**src/hdl/ccc_pkg.sv**
```systemverilog
// Shared constants and pipeline control type for the circle contact block.
// No dependencies.
package ccc_pkg;

  localparam int unsigned FRAC_W    = 16;
  localparam int unsigned NORM_W    = 18;
  localparam int unsigned DIV_STEPS = 18;

  localparam logic [FRAC_W-1:0] FRAC_MASK = 16'hFFFF;
  localparam logic [NORM_W-1:0] NORM_ONE  = 18'd65536;

  typedef struct packed {
    logic valid;
    logic advance;
  } pipe_ctl_t;

endpackage

```
**src/hdl/ccc_sqrt.sv**
```systemverilog
// Pipelined integer square root, one result bit per register stage.
// Depends on ccc_pkg.
module ccc_sqrt #(
  parameter int unsigned CW     = 32,
  parameter int unsigned SIDE_W = 8
) (
  input  logic               clk_i,
  input  logic               rst_ni,
  input  ccc_pkg::pipe_ctl_t ctl_i,
  input  logic [2*CW+2:0]    sq_i,
  input  logic [SIDE_W-1:0]  side_i,
  output logic               valid_o,
  output logic [CW+1:0]      root_o,
  output logic [SIDE_W-1:0]  side_o
);
  import ccc_pkg::*;

  localparam int unsigned QB = CW + 2;
  localparam int unsigned SB = 2 * QB;
  localparam int unsigned RW = QB + 2;

  logic              v_q    [QB];
  logic [RW-1:0]     rem_q  [QB];
  logic [QB-1:0]     root_q [QB];
  logic [SB-1:0]     s_q    [QB];
  logic [SIDE_W-1:0] side_q [QB];

  for (genvar k = 0; k < QB; k++) begin : g_stage
    logic              v_in;
    logic [RW-1:0]     rem_in;
    logic [QB-1:0]     root_in;
    logic [SB-1:0]     s_in;
    logic [SIDE_W-1:0] side_in;
    logic [RW-1:0]     rnx;
    logic [RW-1:0]     trial;
    logic              ge;

    if (k == 0) begin : g_first
      assign v_in    = ctl_i.valid;
      assign rem_in  = '0;
      assign root_in = '0;
      assign s_in    = {1'b0, sq_i};
      assign side_in = side_i;
    end else begin : g_next
      assign v_in    = v_q[k-1];
      assign rem_in  = rem_q[k-1];
      assign root_in = root_q[k-1];
      assign s_in    = s_q[k-1];
      assign side_in = side_q[k-1];
    end

    // bring down the next pair of radicand bits and try the next root bit
    assign rnx   = {rem_in[RW-3:0], s_in[SB-1-2*k -: 2]};
    assign trial = {root_in, 2'b01};
    assign ge    = (rnx >= trial);

    always_ff @(posedge clk_i or negedge rst_ni) begin
      if (!rst_ni) begin
        v_q[k] <= 1'b0;
      end else if (ctl_i.advance) begin
        v_q[k] <= v_in;
      end
    end

    always_ff @(posedge clk_i) begin
      if (ctl_i.advance) begin
        rem_q[k]  <= ge ? rnx - trial : rnx;
        root_q[k] <= {root_in[QB-2:0], ge};
        s_q[k]    <= s_in;
        side_q[k] <= side_in;
      end
    end
  end

  assign valid_o = v_q[QB-1];
  assign root_o  = root_q[QB-1];
  assign side_o  = side_q[QB-1];

endmodule

```
**config.mk**
```make
export PLATFORM = sky130hd
export DESIGN_NAME = ccc_sqrt
export DESIGN_NICKNAME = d
export VERILOG_FILES = /design/src/hdl/ccc_pkg.sv /design/src/hdl/ccc_sqrt.sv
export SDC_FILE = /design/constraint.sdc
export NUM_CORES = 2
export LEC_CHECK = 0
export ABC_AREA = 0
export BUFFER_PORTS_ARGS = -buffer_cell sky130_fd_sc_hd__buf_2
export CORE_MARGIN = 1.5
export CORE_UTILIZATION = 43
export CTS_BUF_LIST = sky130_fd_sc_hd__clkbuf_4 sky130_fd_sc_hd__clkbuf_8 sky130_fd_sc_hd__clkbuf_16
export DETAILED_ROUTE_END_ITERATION = 8
export GPL_ROUTABILITY_DRIVEN = 0
export PLACE_DENSITY = 0.57
export RECOVER_POWER = 50
export SLEW_MARGIN = 10
export SYNTH_ARGS = -nofsm -noshare
export SYNTH_HDL_FRONTEND = slang
export SYNTH_MEMORY_MAX_BITS = 65536
export SYNTH_SLANG_ARGS = --single-unit
```
**constraint.sdc**
```tcl
create_clock -name clk_i -period 11.1 [get_ports clk_i]
set_clock_uncertainty 0.15 [all_clocks]
set_input_delay 2.22 -clock clk_i [delete_from_list [all_inputs] [get_ports clk_i]]
set_output_delay 2.22 -clock clk_i [all_outputs]
set_load 0.02 [all_outputs]
```
==> flow_summary.ini <==
[outcome]
run_status = complete, but fails checks
violated_checks = max-capacitance violations, max-slew violations

[synth]
yosysMostFrequentCell = sky130_fd_sc_hd__edfxtp_1
postSynth.asyncResetShare = 0.0110
ys_top_cells_by_area = sky130_fd_sc_hd__edfxtp_1 (66%), sky130_fd_sc_hd__ha_1 (5.7%), sky130_fd_sc_hd__xnor2_1 (2.9%)
synth_largest_type_area_fraction = 0.664
syn_inst = 10200
yosys-top-cells-count = sky130_fd_sc_hd__edfxtp_1 (3,055), sky130_fd_sc_hd__inv_1 (794), sky130_fd_sc_hd__nand2_1 (717)
postSynthRegisterBits = 3089
ys_warn_count = 0
synth.yosys.seq_area_share = 0.670
synth_top_flop_cell = sky130_fd_sc_hd__edfxtp_1
post-synth-top-area-cell = sky130_fd_sc_hd__edfxtp_1
synth_cell_types = 91
synth-edff-count = 3055
syn-mean-instance-area_sq_um = 13.5
syn_area_sq_um = 138000
postSynthNetCount = 10900

[sta]
worstMarginPinSlew_ns = 3.27
final_period_minus_worst_setup_slack_ns = 5.48
clock.fmax_ghz = 0.183
drv_slew = 329
final.setup.tns_ns = 0
setup-violations-final = 0
hold_slack_ns = 0.225
max_slew_margin_vs_limit = -1.18
grt_setup_unrepaired = no
period_share = 0.493
setup_slack_ns = 5.62
number_of_failing_hold_endpoints_at_the_final_stage = 0

[setup_path]
crit_path_start_kind = input pin
worst_ep_required_time_ns = 11.46
worst_r2r_path_depth = 13
worst-endpoint-arrival_ns = 5.84
critical-path-top-delay-family = buffers and inverters
worst-path-buf-inv = 3
end_kind = flop
path_max_fanout = 193
r2r_setup_slack_ns = 5.75
crit_path_frequent_cell = sky130_fd_sc_hd__buf_12
worst_setup_path_class = in2reg
path_depth = 3
crit_start = ctl_i[0]
worst_r2r_endpoint = rem_q[24][32]
critPathCapture = rem_q[3][7]
critical-path-slowest-cell = sky130_fd_sc_hd__clkbuf_1
path_cells = buf_12, clkbuf_1, buf_12
critPathMaxStageDelay_ns = 2.03
worstReg2RegStart = rem_q[23][0]

[clocking]
cts.repair_timing.setup_buffer_count = 0
tritoncts.num_buffers = 337
cts-resized-gates = 0
clock-root-buffer = sky130_fd_sc_hd__clkbuf_16
ctsHtreeMaxLevel = 5
ctsHoldBuffers = 0
clock_sinks = 3089
tritoncts = yes
cts.reportedPaths.clkPinSlew_ns = 0.06
clk_latency_ns = 0.92
cts.path.max_buffers = 4

[power_and_ir_drop]
p_int_mw = 24.1
p_per_area_nw_per_um2 = 215
worst_ir_drop_vdd_uv = 138
lkg_pwr_nw = 58.7
p_switching_mw = 9.23
fin_total_pwr_mw = 33.3
power.share.sequential = 0.470
p_sw_frac = 0.277
clkPwrFrac = 0.334
comb_power_share = 0.196

[final_layout]
nets = 11300
instances_no_fill = 15100
post-route-cell-area_sq_um = 155000
finalCoreUtilization = 0.487
area_growth_syn_to_layout_pct = 12.3
post_route_cells_drive_above_1_share = 0.0836

[detailed_routing]
via_count = 79400
post_drt_wl_per_cell_um = 17.6
post-route-drc-count = 0
antenna_left = 0
route.detailed.vias_per_inst = 5.26
tritonroute_pass_1_iters = 6
detail_route.iter0.violations = 5845
drt_wl_total_um = 266000

[floorplan]
die_width_um = 570
die_h_um = 570
io-pin-count = 122
placeableCoreArea_sq_um = 319000
effective_utilization_at_floorplan = 0.433
rows = 207
die_area_sq_um = 325000

[worst_hold_path]
hold_path_class = reg2reg

[run]
number_of_maximum_capacitance_violations = 8

[place]
postPlaceCellArea_sq_um = 144000
placed_cells = 14500
post-place-ws_ns = 5.95
post-dp-hpwl_um = 186000
buffer_ports.inserted = 121

[global_route]
overflow = 0
vias_in_the_first_global_route = 78800
grt_start_max_net_pins = 194
grt_first_pass_wirelength_um = 424000
initial_antenna_violation_count = 4
grtUsageTotal = 0.161
how the worst min path moves through the flow:
stage	slack [ns]	end	depth (start not counted)	start
6_report	0.23	s_q[21][20]	0	s_q[20][20]
3_5_place_dp	0.25	s_q[10][23]	0	s_q[9][23]
5_1_grt	0.21	s_q[21][20]	0	s_q[20][20]
3_3_place_gp	0.25	side_q[1][4]	0	side_q[0][4]
4_1_cts	0.20	s_q[21][20]	0	s_q[20][20]
2_1_floorplan	0.25	s_q[10][0]	0	s_q[9][0]
power by group through the flow:
stage	Clock, mW	Combinational [mW]	Sequential [mW]
6_report	11.1	6.53	15.7
5_1_grt	12.0	7.29	15.8
4_1_cts	11.5	6.52	15.7
3_5_place_dp	0	6.47	15.9
3_3_place_gp	0	6.31	15.9
2_1_floorplan	0	4.90	15.5
layout make-up:
type                            count  area (sq um)
Tap cell                         4284          5360
Timing Repair Buffer              170          1150
Fill cell                       27400        164000
Sequential cell                  3089         92600
Clock inverter                    200          2070
Inverter                          797          2990
Antenna cell                        3          7.51
Multi-Input combinational cell   6151         41900
Clock buffer                      416          9110
routing by layer:
layer,track usage,part of all wire
met2,0.276,0.49
met4,0.0710,0.044
met5,0,0
met1,0.206,0.43
met3,0.0204,0.040
kinds of logic after synthesis:
kind of cell	Yosys count	share of synthesized area
buf+inv	986	0.0270
simple gates	2521	0.0896
flops	3089	0.670
other cells	1	0.0000272
mux	129	0.0105
xor+xnor	899	0.0570
compound gates	1972	0.0886
fa+ha+maj	629	0.0570
layout by cell type, fill, tap and decap left out, types with 339 or more instances in the layout:
| master | count |
|---|---|
| sky130_fd_sc_hd__a21oi_1 | 601 |
| sky130_fd_sc_hd__clkbuf_16 | 339 |
| sky130_fd_sc_hd__edfxtp_1 | 3055 |
| sky130_fd_sc_hd__ha_1 | 629 |
| sky130_fd_sc_hd__inv_1 | 794 |
| sky130_fd_sc_hd__nand2_1 | 717 |
| sky130_fd_sc_hd__nor2_1 | 603 |
| sky130_fd_sc_hd__o21ai_0 | 527 |
| sky130_fd_sc_hd__xnor2_1 | 458 |
| sky130_fd_sc_hd__xor2_1 | 441 |
state kept, by name (all words and copies together) (netlist names):
register and cells:
g_stage.v_in 33, rem_q 1066, root_q 586, s_q 1131, side_q 272, valid_o 1
Note: power is estimated with default switching activity, not from simulation.
